File: src/jfwd_pkg.sv
// Shared types, byte codes and decode helpers for the joystick frame to wheel drive block.
package jfwd_pkg;

	localparam logic [7:0] CHAR_CR   = 8'h0D;
	localparam logic [7:0] CHAR_W    = 8'h57;
	localparam logic [7:0] CHAR_P    = 8'h50;
	localparam logic [7:0] CHAR_S    = 8'h53;
	localparam logic [7:0] CHAR_A    = 8'h41;
	localparam logic [7:0] CHAR_B    = 8'h42;
	localparam logic [7:0] CHAR_C    = 8'h43;
	localparam logic [7:0] CHAR_D    = 8'h44;
	localparam logic [3:0] DIGIT_MASK = 4'hF;
	localparam logic [7:0] AXIS_MAX  = 8'd255;
	localparam logic [7:0] AXIS_MIN  = 8'd0;
	localparam logic [7:0] AXIS_IDLE = 8'd127;

	localparam logic [7:0] RST_CORNER_MAX  = 8'd59;
	localparam logic [7:0] RST_MIDDLE_LOW  = 8'd68;
	localparam logic [7:0] RST_MIDDLE_HIGH = 8'd187;
	localparam logic [7:0] RST_CORNER_MIN  = 8'd196;

	// Motor pin patterns
	localparam logic [7:0] PINS_UP_LEFT    = 8'h3C;
	localparam logic [7:0] PINS_UP         = 8'h7D;
	localparam logic [7:0] PINS_UP_RIGHT   = 8'h41;
	localparam logic [7:0] PINS_RIGHT      = 8'h55;
	localparam logic [7:0] PINS_DOWN_RIGHT = 8'h14;
	localparam logic [7:0] PINS_DOWN       = 8'hD7;
	localparam logic [7:0] PINS_DOWN_LEFT  = 8'hC3;
	localparam logic [7:0] PINS_LEFT       = 8'hFF;
	localparam logic [7:0] PINS_LETTER_A   = 8'h5C;
	localparam logic [7:0] PINS_LETTER_B   = 8'h53;
	localparam logic [7:0] PINS_LETTER_C   = 8'hF1;
	localparam logic [7:0] PINS_LETTER_D   = 8'hF4;
	localparam logic [7:0] PINS_STOP       = 8'h00;

	localparam int QDEPTH = 2;

	typedef enum logic [1:0] {
		REG_CORNER_MAX  = 2'd0,
		REG_MIDDLE_LOW  = 2'd1,
		REG_MIDDLE_HIGH = 2'd2,
		REG_CORNER_MIN  = 2'd3
	} reg_idx_t;

	typedef enum logic [2:0] {
		LET_NONE,
		LET_A,
		LET_B,
		LET_C,
		LET_D
	} letter_t;

	typedef struct packed {
		logic [7:0] corner_max;
		logic [7:0] middle_low;
		logic [7:0] middle_high;
		logic [7:0] corner_min;
	} cfg_t;

	// One classified request passed from front to back
	typedef struct packed {
		logic [7:0] vert;
		logic [7:0] horz;
		letter_t    letter;
		logic       updated;
	} cmd_t;

	function automatic letter_t decode_letter(input logic [7:0] b);
		letter_t l;
		begin
			l = LET_NONE;
			if (b == CHAR_A) l = LET_A;
			else if (b == CHAR_B) l = LET_B;
			else if (b == CHAR_C) l = LET_C;
			else if (b == CHAR_D) l = LET_D;
			return l;
		end
	endfunction

	// Decimal accumulate, saturating at the axis maximum
	function automatic logic [7:0] acc_digit(input logic [7:0] acc, input logic [7:0] b);
		logic [11:0] t;
		begin
			t = {1'b0, acc, 3'b000} + {3'b000, acc, 1'b0} + {8'd0, b[3:0] & DIGIT_MASK};
			return (t > {4'd0, AXIS_MAX}) ? AXIS_MAX : t[7:0];
		end
	endfunction

endpackage

File: src/jfwd_front.sv
// Front end: frame parser that tracks axis state and classifies each received byte.
module jfwd_front (
	input  logic               clk,
	input  logic               arst_n,
	input  logic               rx_valid,
	output logic               rx_ready,
	input  logic [7:0]         rx_byte,
	input  logic               q_full,
	output logic               q_push,
	output jfwd_pkg::cmd_t     q_data
);
	import jfwd_pkg::*;

	logic       in_frame_q, second_field_q;
	logic [7:0] vert_acc_q, horz_acc_q, vert_val_q, horz_val_q;

	logic       in_frame_d, second_field_d;
	logic [7:0] vert_acc_d, horz_acc_d, vert_val_d, horz_val_d;
	letter_t    letter;
	logic       updated;
	logic       fire;

	assign rx_ready = !q_full;
	assign fire     = rx_valid && rx_ready;

	always_comb begin
		in_frame_d     = in_frame_q;
		second_field_d = second_field_q;
		vert_acc_d     = vert_acc_q;
		horz_acc_d     = horz_acc_q;
		vert_val_d     = vert_val_q;
		horz_val_d     = horz_val_q;
		letter         = LET_NONE;
		updated        = 1'b0;
		priority if (!in_frame_q) begin
			if (rx_byte == CHAR_W) begin
				in_frame_d     = 1'b1;
				second_field_d = 1'b0;
				vert_acc_d     = AXIS_MIN;
				horz_acc_d     = AXIS_MIN;
			end else begin
				letter = decode_letter(rx_byte);
			end
		end else if (rx_byte == CHAR_CR) begin
			// commit both axes and close the frame
			vert_val_d     = vert_acc_q;
			horz_val_d     = horz_acc_q;
			vert_acc_d     = AXIS_MIN;
			horz_acc_d     = AXIS_MIN;
			in_frame_d     = 1'b0;
			second_field_d = 1'b0;
			updated        = 1'b1;
		end else if (rx_byte == CHAR_P || rx_byte == CHAR_S) begin
			second_field_d = 1'b1;
		end else if (second_field_q) begin
			horz_acc_d = acc_digit(horz_acc_q, rx_byte);
		end else begin
			vert_acc_d = acc_digit(vert_acc_q, rx_byte);
		end
	end

	always_ff @(posedge clk or negedge arst_n) begin
		if (!arst_n) begin
			in_frame_q     <= 1'b0;
			second_field_q <= 1'b0;
			vert_acc_q     <= AXIS_MIN;
			horz_acc_q     <= AXIS_MIN;
			vert_val_q     <= AXIS_IDLE;
			horz_val_q     <= AXIS_IDLE;
		end else if (fire) begin
			in_frame_q     <= in_frame_d;
			second_field_q <= second_field_d;
			vert_acc_q     <= vert_acc_d;
			horz_acc_q     <= horz_acc_d;
			vert_val_q     <= vert_val_d;
			horz_val_q     <= horz_val_d;
		end
	end

	assign q_push         = fire;
	assign q_data.vert    = vert_val_d;
	assign q_data.horz    = horz_val_d;
	assign q_data.letter  = letter;
	assign q_data.updated = updated;

`ifndef ASSERT_OFF
	a_cr_closes_frame: assert property (@(posedge clk) disable iff (!arst_n)
		(fire && in_frame_q && rx_byte == CHAR_CR) |=> !in_frame_q && !second_field_q)
		else $error("frame not closed by CR");
	a_no_letter_in_frame: assert property (@(posedge clk) disable iff (!arst_n)
		(fire && in_frame_q) |-> (q_data.letter == LET_NONE))
		else $error("letter classified inside a frame");
`endif

endmodule

File: src/jfwd_fifo.sv
// Short request queue between the front end and the drive back end.
module jfwd_fifo (
	input  logic           clk,
	input  logic           arst_n,
	input  logic           push,
	input  jfwd_pkg::cmd_t push_data,
	output logic           full,
	input  logic           pop,
	output logic           not_empty,
	output jfwd_pkg::cmd_t pop_data
);
	import jfwd_pkg::*;

	localparam int PW = $clog2(QDEPTH);
	localparam int CW = $clog2(QDEPTH + 1);

	cmd_t          mem_q [QDEPTH];
	logic [PW-1:0] wr_ptr_q, rd_ptr_q;
	logic [CW-1:0] count_q;

	assign full      = (count_q == CW'(QDEPTH));
	assign not_empty = (count_q != '0);
	assign pop_data  = mem_q[rd_ptr_q];

	always_ff @(posedge clk) begin
		if (push) begin
			mem_q[wr_ptr_q] <= push_data;
		end
	end

	always_ff @(posedge clk or negedge arst_n) begin
		if (!arst_n) begin
			wr_ptr_q <= '0;
			rd_ptr_q <= '0;
			count_q  <= '0;
		end else begin
			if (push) begin
				wr_ptr_q <= (wr_ptr_q == PW'(QDEPTH - 1)) ? '0 : wr_ptr_q + 1'b1;
			end
			if (pop) begin
				rd_ptr_q <= (rd_ptr_q == PW'(QDEPTH - 1)) ? '0 : rd_ptr_q + 1'b1;
			end
			if (push && !pop) count_q <= count_q + 1'b1;
			else if (pop && !push) count_q <= count_q - 1'b1;
		end
	end

`ifndef ASSERT_OFF
	a_no_overflow: assert property (@(posedge clk) disable iff (!arst_n)
		full |-> !push)
		else $error("push into full queue");
	a_no_underflow: assert property (@(posedge clk) disable iff (!arst_n)
		pop |-> not_empty)
		else $error("pop from empty queue");
	a_count_bound: assert property (@(posedge clk) disable iff (!arst_n)
		count_q <= CW'(QDEPTH))
		else $error("queue count out of range");
`endif

endmodule

File: src/jfwd_back.sv
// Back end: zone decode of committed axes, or else the letter code, into motor pins, with the output register.
module jfwd_back (
	input  logic           clk,
	input  logic           arst_n,
	input  jfwd_pkg::cfg_t cfg,
	input  logic           q_not_empty,
	input  jfwd_pkg::cmd_t q_data,
	output logic           q_pop,
	output logic           out_valid,
	input  logic           out_ready,
	output logic [7:0]     motor_pins,
	output logic [7:0]     vertical_axis,
	output logic [7:0]     horizontal_axis,
	output logic           axes_updated
);
	import jfwd_pkg::*;

	logic       out_valid_q;
	logic [7:0] pins_q, vert_q, horz_q;
	logic       upd_q;
	logic [7:0] pins;
	logic       v_lo, v_hi, v_band, h_lo, h_hi, h_band;

	assign v_lo   = q_data.vert <= cfg.corner_max;
	assign v_hi   = q_data.vert >= cfg.corner_min;
	assign v_band = q_data.vert >= cfg.middle_low && q_data.vert <= cfg.middle_high;
	assign h_lo   = q_data.horz <= cfg.corner_max;
	assign h_hi   = q_data.horz >= cfg.corner_min;
	assign h_band = q_data.horz >= cfg.middle_low && q_data.horz <= cfg.middle_high;

	always_comb begin
		priority if (v_lo && h_lo) pins = PINS_UP_LEFT;
		else if (q_data.vert == AXIS_MIN && h_band) pins = PINS_UP;
		else if (v_lo && h_hi) pins = PINS_UP_RIGHT;
		else if (v_band && q_data.horz == AXIS_MAX) pins = PINS_RIGHT;
		else if (v_hi && h_hi) pins = PINS_DOWN_RIGHT;
		else if (q_data.vert == AXIS_MAX && h_band) pins = PINS_DOWN;
		else if (v_hi && h_lo) pins = PINS_DOWN_LEFT;
		else if (v_band && q_data.horz == AXIS_MIN) pins = PINS_LEFT;
		else begin
			unique case (q_data.letter)
				LET_A:    pins = PINS_LETTER_A;
				LET_B:    pins = PINS_LETTER_B;
				LET_C:    pins = PINS_LETTER_C;
				LET_D:    pins = PINS_LETTER_D;
				LET_NONE: pins = PINS_STOP;
				default:  pins = PINS_STOP;
			endcase
		end
	end

	// advance whenever the output register is free or being drained
	assign q_pop = q_not_empty && (!out_valid_q || out_ready);

	always_ff @(posedge clk or negedge arst_n) begin
		if (!arst_n) begin
			out_valid_q <= 1'b0;
		end else if (!out_valid_q || out_ready) begin
			out_valid_q <= q_not_empty;
		end
	end

	always_ff @(posedge clk) begin
		if (q_pop) begin
			pins_q <= pins;
			vert_q <= q_data.vert;
			horz_q <= q_data.horz;
			upd_q  <= q_data.updated;
		end
	end

	assign out_valid       = out_valid_q;
	assign motor_pins      = pins_q;
	assign vertical_axis   = vert_q;
	assign horizontal_axis = horz_q;
	assign axes_updated    = upd_q;

endmodule

File: src/joystick_frame_to_wheel_drive.sv
// Top level: configuration registers, front end, request queue and drive back end.
//
//  channel   handshake               payload
//  rx        rx_valid / rx_ready     rx_byte[7:0]
//  out       out_valid / out_ready   motor_pins, vertical_axis, horizontal_axis, axes_updated
//  apb       psel / penable / pready paddr[3:0], pwdata, prdata (32 bit)
//
// One byte per cycle while the queue has room; a taken byte passes through the queue into
// the output register. The front end parses and classifies in the accept cycle, the back
// end decodes zones into the output register. A two-entry queue parts them, so rx_ready
// drops only when the queue is full while out_ready is held low. Reset sets the axes to
// 127, the thresholds to their defaults and empties the queue; no clearing pass is needed.
module joystick_frame_to_wheel_drive (
	input  logic        clk,
	input  logic        arst_n,
	input  logic        rx_valid,
	output logic        rx_ready,
	input  logic [7:0]  rx_byte,
	output logic        out_valid,
	input  logic        out_ready,
	output logic [7:0]  motor_pins,
	output logic [7:0]  vertical_axis,
	output logic [7:0]  horizontal_axis,
	output logic        axes_updated,
	input  logic        psel,
	input  logic        penable,
	input  logic        pwrite,
	input  logic [3:0]  paddr,
	input  logic [31:0] pwdata,
	output logic [31:0] prdata,
	output logic        pready
);
	import jfwd_pkg::*;

	cfg_t     cfg_q;
	reg_idx_t reg_idx;
	logic     cfg_wr;
	logic     q_push, q_full, q_pop, q_not_empty;
	cmd_t     push_data, pop_data;

	assign pready  = 1'b1;
	assign reg_idx = reg_idx_t'(paddr[3:2]);
	assign cfg_wr  = psel && penable && pwrite && pready;

	always_ff @(posedge clk or negedge arst_n) begin
		if (!arst_n) begin
			cfg_q.corner_max  <= RST_CORNER_MAX;
			cfg_q.middle_low  <= RST_MIDDLE_LOW;
			cfg_q.middle_high <= RST_MIDDLE_HIGH;
			cfg_q.corner_min  <= RST_CORNER_MIN;
		end else if (cfg_wr) begin
			unique case (reg_idx)
				REG_CORNER_MAX:  cfg_q.corner_max  <= pwdata[7:0];
				REG_MIDDLE_LOW:  cfg_q.middle_low  <= pwdata[7:0];
				REG_MIDDLE_HIGH: cfg_q.middle_high <= pwdata[7:0];
				REG_CORNER_MIN:  cfg_q.corner_min  <= pwdata[7:0];
				default: ;
			endcase
		end
	end

	always_comb begin
		unique case (reg_idx)
			REG_CORNER_MAX:  prdata = {24'd0, cfg_q.corner_max};
			REG_MIDDLE_LOW:  prdata = {24'd0, cfg_q.middle_low};
			REG_MIDDLE_HIGH: prdata = {24'd0, cfg_q.middle_high};
			REG_CORNER_MIN:  prdata = {24'd0, cfg_q.corner_min};
			default:         prdata = 32'd0;
		endcase
	end

	jfwd_front u_front (
		.clk      (clk),
		.arst_n   (arst_n),
		.rx_valid (rx_valid),
		.rx_ready (rx_ready),
		.rx_byte  (rx_byte),
		.q_full   (q_full),
		.q_push   (q_push),
		.q_data   (push_data)
	);

	jfwd_fifo u_fifo (
		.clk       (clk),
		.arst_n    (arst_n),
		.push      (q_push),
		.push_data (push_data),
		.full      (q_full),
		.pop       (q_pop),
		.not_empty (q_not_empty),
		.pop_data  (pop_data)
	);

	jfwd_back u_back (
		.clk             (clk),
		.arst_n          (arst_n),
		.cfg             (cfg_q),
		.q_not_empty     (q_not_empty),
		.q_data          (pop_data),
		.q_pop           (q_pop),
		.out_valid       (out_valid),
		.out_ready       (out_ready),
		.motor_pins      (motor_pins),
		.vertical_axis   (vertical_axis),
		.horizontal_axis (horizontal_axis),
		.axes_updated    (axes_updated)
	);

endmodule

File: config.mk
export PLATFORM = sky130hd
export DESIGN_NAME = joystick_frame_to_wheel_drive
export DESIGN_NICKNAME = d
export VERILOG_FILES = /design/src/jfwd_pkg.sv /design/src/jfwd_front.sv /design/src/jfwd_fifo.sv /design/src/jfwd_back.sv /design/src/joystick_frame_to_wheel_drive.sv
export SDC_FILE = /design/constraint.sdc
export NUM_CORES = 1
export LEC_CHECK = 0
export ABC_AREA = 1
export BUFFER_PORTS_ARGS = -buffer_cell sky130_fd_sc_hd__clkbuf_2
export CAP_MARGIN = 0
export CORE_AREA = 2 2 230 141
export DETAILED_ROUTE_END_ITERATION = 16
export DIE_AREA = 0 0 232 143
export HOLD_SLACK_MARGIN = 0.08
export PLACE_DENSITY = 0.48
export RECOVER_POWER = 100
export SLEW_MARGIN = 20
export SYNTH_ARGS = -nofsm -noshare
export SYNTH_HDL_FRONTEND = slang
export SYNTH_HIERARCHICAL = 1
export SYNTH_SLANG_ARGS = --single-unit
File: constraint.sdc
create_clock -name clk -period 8.6 [get_ports clk]
set_clock_uncertainty 0.05 [all_clocks]
set_input_delay 2.15 -clock clk [delete_from_list [all_inputs] [get_ports clk]]
set_output_delay 2.15 -clock clk [all_outputs]
set_load 0.02 [all_outputs]
==> results of run 1 <==
## synth_stat cells, types with 6 or more instances
| cell | count | share of area [%] |
|---|---|---|
| sky130_fd_sc_hd__nand4_1 | 22 | 1.5 |
| sky130_fd_sc_hd__o21ai_0 | 13 | 0.71 |
| sky130_fd_sc_hd__nand3_1 | 62 | 3.4 |
| sky130_fd_sc_hd__nor2_1 | 56 | 2.3 |
| sky130_fd_sc_hd__nand2_1 | 356 | 14 |
| sky130_fd_sc_hd__a31oi_1 | 14 | 0.95 |
| sky130_fd_sc_hd__buf_4 | 28 | 2.3 |
| sky130_fd_sc_hd__buf_6 | 6 | 0.73 |
| sky130_fd_sc_hd__edfxtp_1 | 65 | 21 |
| sky130_fd_sc_hd__nand3_2 | 7 | 0.76 |
| sky130_fd_sc_hd__dfstp_2 | 30 | 8.5 |
| sky130_fd_sc_hd__inv_2 | 12 | 0.49 |
| sky130_fd_sc_hd__nor2_2 | 6 | 0.41 |
| sky130_fd_sc_hd__dfrtp_1 | 41 | 11 |
| sky130_fd_sc_hd__inv_1 | 101 | 4.1 |
| sky130_fd_sc_hd__a21oi_1 | 34 | 1.8 |
| sky130_fd_sc_hd__ha_1 | 95 | 13 |
| sky130_fd_sc_hd__nand2_2 | 13 | 0.88 |
| sky130_fd_sc_hd__mux2_4 | 19 | 3.1 |
| sky130_fd_sc_hd__nor2_4 | 10 | 1.2 |
| sky130_fd_sc_hd__xnor2_1 | 6 | 0.57 |
## worst reg2reg max path, delay by kind of cell (launching register included)
| kind | cells | cell delay, ns |
|---|---|---|
| flip-flops | 1 | 0.49 |
| adder cells (fa/ha/maj) | 1 | 0.41 |
| AND/OR/NAND/NOR | 9 | 1.20 |
| multiplexers | 1 | 0.62 |
| buffers and inverters | 1 | 0.83 |
## flip-flops by register name, summed over array words and instances (netlist names), 2 cells and up
name and count:
u_fifo/mem_q 40, cfg_q 32, u_front/horz_acc_q 8, u_front/horz_val_q 8, u_fifo/count_q 2, u_front/vert_acc_q 8
u_back/motor_pins 8, u_back/horizontal_axis 8, u_front/vert_val_q 8, u_back/vertical_axis 8
## area by class of cell
class,count,area (sq um)
fill,3298,20700
multi-input combinational,799,4680
sequential,136,3770
tap,416,520
inverter,116,438
clock buffer,17,425
timing repair buffer,63,263
clock inverter,15,213
## kinds of logic (layout without fill, tap and decap cells)
| kind of cell | Yosys count | count (layout) | synth area share [%] |
|---|---|---|---|
| flops | 136 | 136 | 40.8 |
| fa+ha+maj | 99 | 99 | 13.8 |
| buf+inv | 155 | 211 | 7.99 |
| simple gates | 562 | 562 | 27.9 |
| mux | 20 | 20 | 3.22 |
| other cells | 2 | 25 | 0.0814 |
| compound gates | 83 | 83 | 5.26 |
| xor+xnor | 10 | 10 | 0.950 |
## power by group through the flow
stage / logic [W] / clock network (W) / registers, W
finish: 0.00138 / 0.000805 / 0.00108
CTS: 0.00146 / 0.000825 / 0.00108
global route: 0.00157 / 0.000848 / 0.00110
floorplan: 0.00101 / 0 / 0.00111
global placement: 0.00142 / 0 / 0.00109
detailed placement: 0.00145 / 0 / 0.00109
## final timing paths
kind / end / depth (start not counted) / slack (ns) / start
max reg2reg: u_back/motor_pins[4] / 12 / 4.74 / u_fifo/rd_ptr_q
min reg2reg: u_fifo/count_q[1] / 2 / 0.42 / u_fifo/count_q[1]
min in group asynchronous: cfg_q[19] / 1 / 2.20 / arst_n
max in group asynchronous: u_front/horz_acc_q[7] / 2 / 3.36 / arst_n
min: u_fifo/count_q[1] / 2 / 0.42 / u_fifo/count_q[1]
max: prdata[0] / 5 / 2.59 / paddr[3]
## cell usage in the layout (no fill, tap or decap), types with 5 or more instances in the layout
master / count
sky130_fd_sc_hd__nand2_1: 362
sky130_fd_sc_hd__inv_1: 102
sky130_fd_sc_hd__ha_1: 95
sky130_fd_sc_hd__edfxtp_1: 65
sky130_fd_sc_hd__nand3_1: 63
sky130_fd_sc_hd__nor2_1: 60
sky130_fd_sc_hd__clkbuf_1: 42
sky130_fd_sc_hd__dfrtp_1: 41
sky130_fd_sc_hd__a21oi_1: 34
sky130_fd_sc_hd__dfstp_2: 30
sky130_fd_sc_hd__conb_1: 25
sky130_fd_sc_hd__nand4_1: 24
sky130_fd_sc_hd__clkbuf_2: 21
sky130_fd_sc_hd__clkbuf_16: 17
sky130_fd_sc_hd__mux2_1: 16
sky130_fd_sc_hd__a31oi_1: 14
sky130_fd_sc_hd__o21ai_0: 13
sky130_fd_sc_hd__inv_2: 10
sky130_fd_sc_hd__nand2_2: 9
sky130_fd_sc_hd__inv_6: 7
sky130_fd_sc_hd__nor2_4: 6
sky130_fd_sc_hd__nand3_2: 6
sky130_fd_sc_hd__nor2_2: 6
sky130_fd_sc_hd__xnor2_1: 6
sky130_fd_sc_hd__nor4_1: 5
## metrics by stage
step                power, W  worst slack (ns)  util [%]  cells  hold WS [ns]
finish               0.00327              2.59      33.3   1562         0.424
global route         0.00352              2.44      33.3   1562         0.446
CTS                  0.00336              3.19      33.9   1561         0.428
detailed placement   0.00254              3.19      31.8   1529         0.412
global placement     0.00251              3.23      31.8   1529         0.411
floorplan            0.00213              3.66         -   1090         0.392
## layer usage
| metal | wire (um) | track usage (%) |
|---|---|---|
| met1 | 13600 | 24.4 |
| met2 | 8760 | 18.6 |
| met3 | 1320 | 3.79 |
| met4 | 169 | 3.64 |
| met5 | 0 | 0 |
==> reports/qor.txt, run 1 <==
Flop pwr share -> 33.0%
Unrepaired setup endpoints after global routing -> false
Sw power -> 0.00135 W
Req. time, crit path -> 6.40 ns
Yosys warning total -> 6
Cell type group with the largest total delay on the critical path -> buffers and inverters
Via count of the routed design -> 7,111
Final critical delay including setup and external delays -> 6.01 ns
Count of buffer and inverter cells on the critical path -> 3
Residual antenna-violating net count after detailed routing -> 0
Drt first-iter violations -> 474
Clk slew on worst S/H paths -> 0.06 ns
Final worst path period share -> 69.9%
Most instantiated flip-flop cell in the synthesis netlist -> sky130_fd_sc_hd__edfxtp_1
First-pass GRT wire length -> 37,300 um
Standby leakage power -> 4.79 nW
Average footprint of a synthesized cell -> 8.64 sq um
Buffer levels on the longest clock path -> 2
Final cell area excluding filler cells -> 10,300 sq um
Initial standard-cell utilization of the core -> 29.8%
Fraction of the yosys area taken by sequential cells -> 40.8%
Relative slew margins -> -101%
Critical-path cell list -> clkbuf_1, inv_1, nand3_1, nand4_1, clkbuf_1
Diode count -> 0
Cell seen most often among critical-path stages -> sky130_fd_sc_hd__clkbuf_1
Post-cts gate resize count -> 0
HPWL after DPL -> 18,500 um
Total power per unit cell area -> 317 nW/um^2
Global-route congestion overflow total -> 0
Post-CTS setup repair buffer count -> 0
Number of detailed-routing iterations run before antenna repair -> 5
DIE HEIGHT -> 143 um
Max frequency -> 166 MHz
DRT Wirelength -> 23,900 um
Placeable Area -> 31,000 sq um
Proportion of synthesized flip-flops having asynchronous set or reset -> 52.2%
Total Die Area -> 33,200 sq um
Classification of the worst setup path -> in -> out
Average wire per cell in the routed design -> 15.3 um
Number of violations of the max-capacitance limit -> 4
Count of input and output buffers -> 59
FP Rows -> 50
Horiz. Die Dim -> 232 um
Worst vdd rail ir drop -> 0.195 mV
Part of the power in combinational logic -> 42.3%
Count of different cell masters after synthesis -> 50
Number of slew-limit violations in the final report -> 141
Sinks on the clock net -> 136
Top Ports -> 111
Setup total negative slack -> 0 ns
H-tree depth -> 4
Via density per instance -> 4.55
Fraction of final layout cells with drive strength greater than 1 -> 12.3%
Worst endpoint data arrival time -> 3.81 ns
Largest stage delay, worst path -> 0.74 ns
Violations in the final reports -> max-capacitance violations, max-slew violations
Total Routing Usage GR -> 14.9%
Cell count after synthesis -> 1,067
Transition at the pin with the smallest max-transition slack -> 3.02 ns
Startpoint class of the critical path -> primary input
Post-Syn Area -> 9220 sq um
Flip-flop and latch count after synthesis -> 136
Root buf cell -> sky130_fd_sc_hd__clkbuf_16
Pin count of the biggest net entering global routing -> 72
Post-route DRC violation count -> 0
Worst setup EP type -> primary output
Result of the run -> finished, violations left
Clock share of power -> 24.7%
Number of setup violations in the final report -> 0
Type of the worst min-delay path -> reg -> reg
Number of synthesized flops with an enable pin -> 65
Routability cong. -> 0.829
TritonCTS clock tree -> yes
Number of global-route vias before repair -> 6,496
Critical-path top delay cell -> sky130_fd_sc_hd__clkbuf_1
Final net count -> 1,283
Maximum fanout encountered on the critical timing path -> 20
Antenna violations before repair -> 0
Synthesis-to-finish area growth -> 11.7%
Num CTS Buffers -> 17
Switching share of power -> 41.3%
Clock latency on the worst-skew pair -> 0.45 ns
Post-CTS Hold Buffers -> 0
Internal power -> 0.00192 W
Placement Cell Area -> 9860 sq um
Count of endpoints failing hold in the final timing report -> 0
(Power assumes the default switching activity.)
==> inputs of run 2 (changes only) <==
Settings changed: ABC_AREA 1 to 0, CORE_AREA 2 2 230 141 to 2 2 224 138, DIE_AREA 0 0 232 143 to 0 0 226 140, PLACE_DENSITY 0.48 to 0.5.
Clock period 8.6 ns to 4.9 ns, I/O delays scaled along.
==> run 2 against run 1 <==
  * Largest power group unchanged
  * Non-clock buffer count is 3 higher
  * Synthesized cell count down 33%
  * The run still ends with max-capacitance violations, max-slew violations left
  * Critical endpoint is now prdata[6]
  * Setup slack got worse by 1.7 ns
  * Sequential share of layout area grew 2.0 points
  * Largest cell class unchanged
  * First-iteration DRC count is 5.9% lower
  * Sequential power up 72%
==> reports/qor.txt, run 2 <==
Number of synthesized flops with an enable pin -> 65 (unchanged)
Post-route DRC violation count -> 0 (unchanged)
Critical R2R Launch -> u_fifo/rd_ptr_q (unchanged)
Worst vdd rail ir drop -> 0.274 mV (was 0.195 mV)
Placement Cell Area -> 9380 sq um (was 9860 sq um)
Post-CTS setup repair buffer count -> 0 (unchanged)
Register name with the most flops -> u_fifo/mem_q (unchanged)
Sinks on the clock net -> 136 (unchanged)
Count of input and output buffers -> 59 (unchanged)
Final critical delay including setup and external delays -> 4.00 ns
Clk slew on worst S/H paths -> 0.06 ns (about the same)
Fraction of the yosys area taken by sequential cells -> 43.1% (was 40.8%)
Transition at the pin with the smallest max-transition slack -> 2.19 ns (was 3.02 ns)
Critical-path cell list -> clkbuf_1, mux4_2, clkbuf_1 (was clkbuf_1, inv_1, nand3_1, nand4_1, clkbuf_1)
Classification of the worst setup path -> in -> out (unchanged)
Buffer levels on the longest clock path -> 2 (unchanged)
Total Die Area -> 31,600 sq um (was 33,200 sq um)
Number of detailed-routing iterations run before antenna repair -> 4 (was 5)
Unrepaired setup endpoints after global routing -> false (unchanged)
Residual antenna-violating net count after detailed routing -> 0 (unchanged)
Horiz. Die Dim -> 226 um (was 232 um)
HPWL after DPL -> 16,300 um (was 18,500 um)
Count of different cell masters after synthesis -> 82 (was 50)
Via density per instance -> 4.85 (was 4.55)
Critical-path top delay cell -> sky130_fd_sc_hd__clkbuf_1 (unchanged)
Cell seen most often among critical-path stages -> sky130_fd_sc_hd__clkbuf_1 (unchanged)
Antenna violations before repair -> 0 (unchanged)
Cell Count, Final, Fillers Out -> 1,203 (was 1,562)
Area contributors post-synth -> sky130_fd_sc_hd__edfxtp_1 22%, sky130_fd_sc_hd__ha_1 14%, sky130_fd_sc_hd__dfrtp_1 12%, sky130_fd_sc_hd__dfstp_2 9.0%, sky130_fd_sc_hd__mux2_2 8.4% (was sky130_fd_sc_hd__edfxtp_1 21%, sky130_fd_sc_hd__nand2_1 14%, sky130_fd_sc_hd__ha_1 13%, sky130_fd_sc_hd__dfrtp_1 11%, sky130_fd_sc_hd__dfstp_2 8.5%)
Via count of the routed design -> 5,831 (was 7,111)
Violations in the final reports -> max-capacitance violations, max-slew violations (unchanged)
FF/Latch Area -> 3770 sq um (unchanged)
Post-synth top cells -> 95 x sky130_fd_sc_hd__ha_1, 65 x sky130_fd_sc_hd__edfxtp_1, 65 x sky130_fd_sc_hd__mux2_2 (was 356 x sky130_fd_sc_hd__nand2_1, 101 x sky130_fd_sc_hd__inv_1, 95 x sky130_fd_sc_hd__ha_1)
Yosys warning total -> 6 (unchanged)
Min-Delay Endpoint -> u_fifo/count_q[1] (unchanged)
Drt first-iter violations -> 446 (was 474)
Root buf cell -> sky130_fd_sc_hd__clkbuf_16 (unchanged)
Synthesis-to-finish area growth -> 11.7% (about the same)
DRT Wirelength -> 21,300 um (was 23,900 um)
Pin count of the biggest net entering global routing -> 40 (was 72)
Post-Syn Area -> 8750 sq um (was 9220 sq um)
Area occupied by multi-input gates -> 4470 sq um (was 4680 sq um)
Number of flip-flops under the largest register name -> 40 (unchanged)
Number of slew-limit violations in the final report -> 118 (was 141)
Final net count -> 932 (was 1,283)
Final cell area excluding filler cells -> 9770 sq um (was 10,300 sq um)
Req. time, crit path -> 3.62 ns (was 6.40 ns)
Post-CTS Hold Buffers -> 0 (unchanged)
Power, Total -> 0.00588 W (was 0.00327 W)
Type of the worst min-delay path -> reg -> reg (unchanged)
Registers with the most flip-flops -> u_fifo/mem_q (40), cfg_q (32) (unchanged)
Startpoint class of the critical path -> primary input (unchanged)
Count of endpoints failing hold in the final timing report -> 0 (unchanged)
Worst setup EP type -> primary output (unchanged)
First-pass GRT wire length -> 33,400 um (was 37,300 um)
Global-route congestion overflow total -> 0 (unchanged)
Hold path cells -> 1 (was 2)
Diode count -> 0 (unchanged)
Commonest non-fill, non-tap cell in the layout -> sky130_fd_sc_hd__ha_1 (was sky130_fd_sc_hd__nand2_1)
Max frequency -> 250 MHz
Reg2Reg Capture Point -> u_back/motor_pins[4] (unchanged)
Most frequently used cell type in the post-synthesis netlist -> sky130_fd_sc_hd__ha_1 (was sky130_fd_sc_hd__nand2_1)
Fillers -> 2,978 (was 3,298)
Proportion of synthesized flip-flops having asynchronous set or reset -> 52.2% (unchanged)
Register-to-register setup slack -> 0.99 ns (was 4.74 ns)
Routability cong. -> 0.786 (was 0.829)
Clock latency on the worst-skew pair -> 0.43 ns (was 0.45 ns)
Placeable Area -> 29,500 sq um (was 31,000 sq um)
Most frequent cells in the layout -> 95 x sky130_fd_sc_hd__ha_1, 65 x sky130_fd_sc_hd__edfxtp_1, 47 x sky130_fd_sc_hd__mux2_2 (was 362 x sky130_fd_sc_hd__nand2_1, 102 x sky130_fd_sc_hd__inv_1, 95 x sky130_fd_sc_hd__ha_1)
Standby leakage power -> 4.11 nW (was 4.79 nW)
Relative slew margins -> -46.1% (was -101%)
Total Routing Usage GR -> 13.9% (was 14.9%)
Number of setup violations in the final report -> 0 (unchanged)
Flip-flop and latch count after synthesis -> 136 (unchanged)
Initial standard-cell utilization of the core -> 29.7% (was 29.8%)
Total power per unit cell area -> 602 nW/um^2 (was 317 nW/um^2)
Fraction of final layout cells with drive strength greater than 1 -> 19.6% (was 12.3%)
Post-cts gate resize count -> 0 (unchanged)
Top Ports -> 111 (unchanged)
# placed instances -> 1,171 (was 1,529)
TritonCTS clock tree -> yes (unchanged)
Final worst path period share -> 81.6%
Number of global-route vias before repair -> 5,585 (was 6,496)
Number of violations of the max-capacitance limit -> 5 (was 4)
H-tree depth -> 4 (unchanged)
FP Rows -> 49 (was 50)
Setup total negative slack -> 0 ns (unchanged)
Num CTS Buffers -> 17 (unchanged)
Maximum fanout encountered on the critical timing path -> 12 (was 20)
Proportion of netlist area held by the largest area contributor -> 22.3% (was 21.2%)
DIE HEIGHT -> 140 um (was 143 um)
Most instantiated flip-flop cell in the synthesis netlist -> sky130_fd_sc_hd__edfxtp_1 (unchanged)
Average footprint of a synthesized cell -> 12.2 sq um (was 8.64 sq um)
Largest stage delay, worst path -> 0.67 ns (was 0.74 ns)
Result of the run -> finished, violations left (unchanged)
Cell type contributing the most total cell area after synthesis -> sky130_fd_sc_hd__edfxtp_1 (unchanged)
Critical hold path startpoint -> u_fifo/count_q[1] (unchanged)
Worst endpoint data arrival time -> 2.72 ns (was 3.81 ns)
Cell count after synthesis -> 718 (was 1,067)
Average wire per cell in the routed design -> 17.7 um (was 15.3 um)
Depth of the worst register-to-register path -> 9 (was 12)
run 2: worst max-delay path: cells and delay by family:
kind                   cells  cell delay, ns
buffers and inverters      2            0.86
muxes                      1            0.63
run 2: routing by layer:
layer | wire (um) | up-vias | GRT usage (%) | part of all wire [%]
li1 | - | 2836 | - | -
met1 | 11900 | 2873 | 22.6 | 56
met2 | 8110 | 112 | 17.5 | 38
met3 | 1210 | 10 | 3.55 | 5.7
met4 | 160 | 0 | 3.45 | 0.75
met5 | 0 | - | 0 | 0
run 2: layout make-up:
cell class | instances | area share, %
Timing Repair Buffer | 66 | 2.84
Clock buffer | 17 | 4.35
Multi-Input combinational cell | 516 | 45.8
Tap cell | 408 | 5.22
Sequential cell | 136 | 38.5
Inverter | 45 | 1.73
Clock inverter | 15 | 1.51
run 2: kinds of logic after synthesis:
kind of cell	Yosys count	share of synthesized area [%]
other	2	0.0859
buffers and inverters	89	5.48
xor gates and xnor gates	12	1.20
and+or+nand+nor	123	9.18
adders and majority gates	99	14.5
muxes	93	13.8
AOI/OAI and AO/OA	164	12.7
DFF	136	43.1
run 2: worst max-delay path by stage:
stage	start	to	slack, ns	depth (start not counted)
finish	paddr[2]	prdata[6]	0.90	3
global route	rx_byte[3]	u_front/vert_acc_q[1]	0.70	8
CTS	paddr[2]	prdata[7]	1.21	3
detailed placement	rx_byte[3]	u_front/vert_acc_q[1]	0.94	8
global placement	rx_byte[3]	u_front/vert_acc_q[7]	0.98	8
floorplan	rx_byte[3]	u_front/horz_acc_q[0]	1.30	7
run 2: per-stage QoR:
step	worst slack (ns)	utilization (%)	hold slack (ns)
2_1_floorplan	1.30	-	0.397
3_3_place_gp	0.976	31.8	0.431
3_5_place_dp	0.942	31.8	0.425
4_1_cts	1.21	33.8	0.435
5_1_grt	0.702	33.1	0.463
6_report	0.901	33.1	0.427
run 2: where the power goes:
part	leakage (nW)	internal (W)	switching [W]
sequential	1.47	0.00164	0.000228
clock	0.273	0.000749	0.000516
combinational	2.37	0.00101	0.00174
==> inputs of run 3 (changes only) <==
Settings changed: PLACE_DENSITY 0.5 to 0.48.
Clock period 4.9 ns to 4.1 ns, I/O delays scaled along.
==> run 3 against run 2 <==
  * The run still ends with max-capacitance violations, max-slew violations left
  * Sequential power is 20% higher
  * Combinational power is 22% higher
  * Global-route usage is 0.37 points higher
  * Critical path depth stayed put
  * Die area stayed put
  * Critical path type unchanged
  * Largest cell class unchanged
==> reports/qor.txt, run 3 (same netlist as run 2, synthesis figures left out) <==
Count of buffer and inverter cells on the critical path -> 2 (unchanged)
Cell seen most often among critical-path stages -> sky130_fd_sc_hd__clkbuf_1 (unchanged)
Switching share of power -> 41.7% (was 42.3%)
Clock latency on the worst-skew pair -> 0.43 ns (about the same)
Number of global-route vias before repair -> 5,644 (was 5,585)
Via count of the routed design -> 5,921 (was 5,831)
Critical-path top delay cell -> sky130_fd_sc_hd__clkbuf_1 (unchanged)
Final net count -> 935 (was 932)
Sw power -> 0.00301 W (was 0.00249 W)
Type of the worst min-delay path -> reg -> reg (unchanged)
Final worst path period share -> 86.7%
Count of input and output buffers -> 59 (unchanged)
# placed instances -> 1,174 (was 1,171)
Antenna violations before repair -> 0 (unchanged)
Number of flip-flops under the largest register name -> 40 (unchanged)
Critical-path cell list -> clkbuf_1, mux4_2, clkbuf_1 (unchanged)
Final cell area excluding filler cells -> 9880 sq um (was 9770 sq um)
Post-CTS Hold Buffers -> 0 (unchanged)
Transition at the pin with the smallest max-transition slack -> 2.19 ns (about the same)
Average wire per cell in the routed design -> 18.0 um (was 17.7 um)
Via density per instance -> 4.91 (was 4.85)
Standby leakage power -> 4.18 nW (was 4.11 nW)
Relative slew margins -> -45.8% (was -46.1%)
Worst setup EP type -> primary output (unchanged)
Result of the run -> finished, violations left (unchanged)
Clock share of power -> 22.5% (was 21.5%)
Maximum fanout encountered on the critical timing path -> 12 (unchanged)
Worst endpoint data arrival time -> 2.48 ns (was 2.72 ns)
Setup total negative slack -> 0 ns (unchanged)
Violations in the final reports -> max-capacitance violations, max-slew violations (unchanged)
Placeable Area -> 29,500 sq um (unchanged)
Drt first-iter violations -> 481 (was 446)
Number of detailed-routing iterations run before antenna repair -> 5 (was 4)
Top Ports -> 111 (unchanged)
Flop pwr share -> 31.1% (was 31.7%)
DIE HEIGHT -> 140 um (unchanged)
Max frequency -> 281 MHz
Most frequent cells in the layout -> 95 x sky130_fd_sc_hd__ha_1, 65 x sky130_fd_sc_hd__edfxtp_1, 52 x sky130_fd_sc_hd__mux2_2 (was 95 x sky130_fd_sc_hd__ha_1, 65 x sky130_fd_sc_hd__edfxtp_1, 47 x sky130_fd_sc_hd__mux2_2)
Total Routing Usage GR -> 14.3% (was 13.9%)
First-pass GRT wire length -> 34,100 um (was 33,400 um)
Commonest non-fill, non-tap cell in the layout -> sky130_fd_sc_hd__ha_1 (unchanged)
Largest stage delay, worst path -> 0.62 ns (was 0.67 ns)
Routability cong. -> 0.808 (was 0.786)
Critical hold path startpoint -> u_fifo/wr_ptr_q (was u_fifo/count_q[1])
Met2 Routed Length -> 8050 um (was 8110 um)
DRT Wirelength -> 21,700 um (was 21,300 um)
Met1 Routed Length -> 12,200 um (was 11,900 um)
Final critical delay including setup and external delays -> 3.56 ns
FP Rows -> 49 (unchanged)
Crit. Startpoint -> paddr[2] (unchanged)
TritonCTS clock tree -> yes (unchanged)
Top metal layer carrying routed signals -> met4 (unchanged)
Residual antenna-violating net count after detailed routing -> 0 (unchanged)
Total Die Area -> 31,600 sq um (unchanged)
Registers with the most flip-flops -> u_fifo/mem_q (40), cfg_q (32) (unchanged)
Register-to-register setup slack -> 0.54 ns (was 0.99 ns)
Part of the power in combinational logic -> 46.4% (was 46.8%)
Cell Count, Final, Fillers Out -> 1,206 (was 1,203)
Synthesis-to-finish area growth -> 12.9% (was 11.7%)
Post-cts gate resize count -> 0 (unchanged)
Initial standard-cell utilization of the core -> 29.7% (unchanged)
Fraction of final layout cells with drive strength greater than 1 -> 21.4% (was 19.6%)
Critical R2R Launch -> u_fifo/rd_ptr_q (unchanged)
H-tree depth -> 4 (unchanged)
Post-CTS setup repair buffer count -> 0 (unchanged)
Clk slew on worst S/H paths -> 0.06 ns (about the same)
Diode count -> 0 (unchanged)
Internal power -> 0.00420 W (was 0.00339 W)
Worst vdd rail ir drop -> 0.309 mV (was 0.274 mV)
Register name with the most flops -> u_fifo/mem_q (unchanged)
Unrepaired setup endpoints after global routing -> false (unchanged)
Total power per unit cell area -> 730 nW/um^2 (was 602 nW/um^2)
Cell type group with the largest total delay on the critical path -> buffers and inverters (unchanged)
Sinks on the clock net -> 136 (unchanged)
HPWL after DPL -> 16,800 um (was 16,300 um)
Startpoint class of the critical path -> primary input (unchanged)
Horiz. Die Dim -> 226 um (unchanged)
Num CTS Buffers -> 17 (unchanged)
Global-route congestion overflow total -> 0 (unchanged)
Number of setup violations in the final report -> 0 (unchanged)
Routed wire length on met3 -> 1320 um (was 1210 um)
Number of slew-limit violations in the final report -> 68 (was 118)
Req. time, crit path -> 3.02 ns (was 3.62 ns)
Placement Cell Area -> 9420 sq um (was 9380 sq um)
Root buf cell -> sky130_fd_sc_hd__clkbuf_16 (unchanged)
Count of endpoints failing hold in the final timing report -> 0 (unchanged)
Classification of the worst setup path -> in -> out (unchanged)
Post-route DRC violation count -> 0 (unchanged)
Pin count of the biggest net entering global routing -> 40 (unchanged)
Power, Total -> 0.00721 W (was 0.00588 W)
Buffer levels on the longest clock path -> 2 (unchanged)
Number of violations of the max-capacitance limit -> 3 (was 5)
run 3: path summary, 6_finish.rpt:
check	end	cells after the start
min in group asynchronous	u_back/out_valid	1
max in group asynchronous	cfg_q[21]	2
worst max register to register	u_back/motor_pins[6]	9
worst max-delay path	prdata[6]	3
worst min-delay path	u_fifo/wr_ptr_q	1
worst min register to register	u_fifo/wr_ptr_q	1
run 3: layout make-up:
class | instances | area (sq um)
clock buffers | 20 | 458
clock inverters | 12 | 163
fillers | 2978 | 19600
inverters | 45 | 169
multi-input cells | 516 | 4520
flip-flops and latches | 136 | 3770
well taps | 408 | 510
repair buffers | 69 | 293
run 3: per-stage QoR:
stage	worst slack [ns]	hold slack, ns	utilization [%]
after floorplan	0.702	0.397	-
after global placement	0.364	0.430	31.9
after detailed placement	0.321	0.427	31.9
after CTS	0.777	0.437	34.0
after global routing	0.301	0.458	33.5
final	0.545	0.435	33.5
run 3: power groups by stage:
stage	sequential (W)	clock [W]	combinational (W)
floorplan	0.00230	0	0.00234
global placement	0.00226	0	0.00342
detailed placement	0.00227	0	0.00344
CTS	0.00225	0.00167	0.00347
global route	0.00230	0.00173	0.00378
finish	0.00224	0.00162	0.00335
run 3: routing by layer:
metal  vias to the layer above  GRT usage (%)
met3                        13           3.48
met4                         0           3.90
li1                       2843              -
met2                       148           17.7
met5                         -              0
met1                      2917           23.4
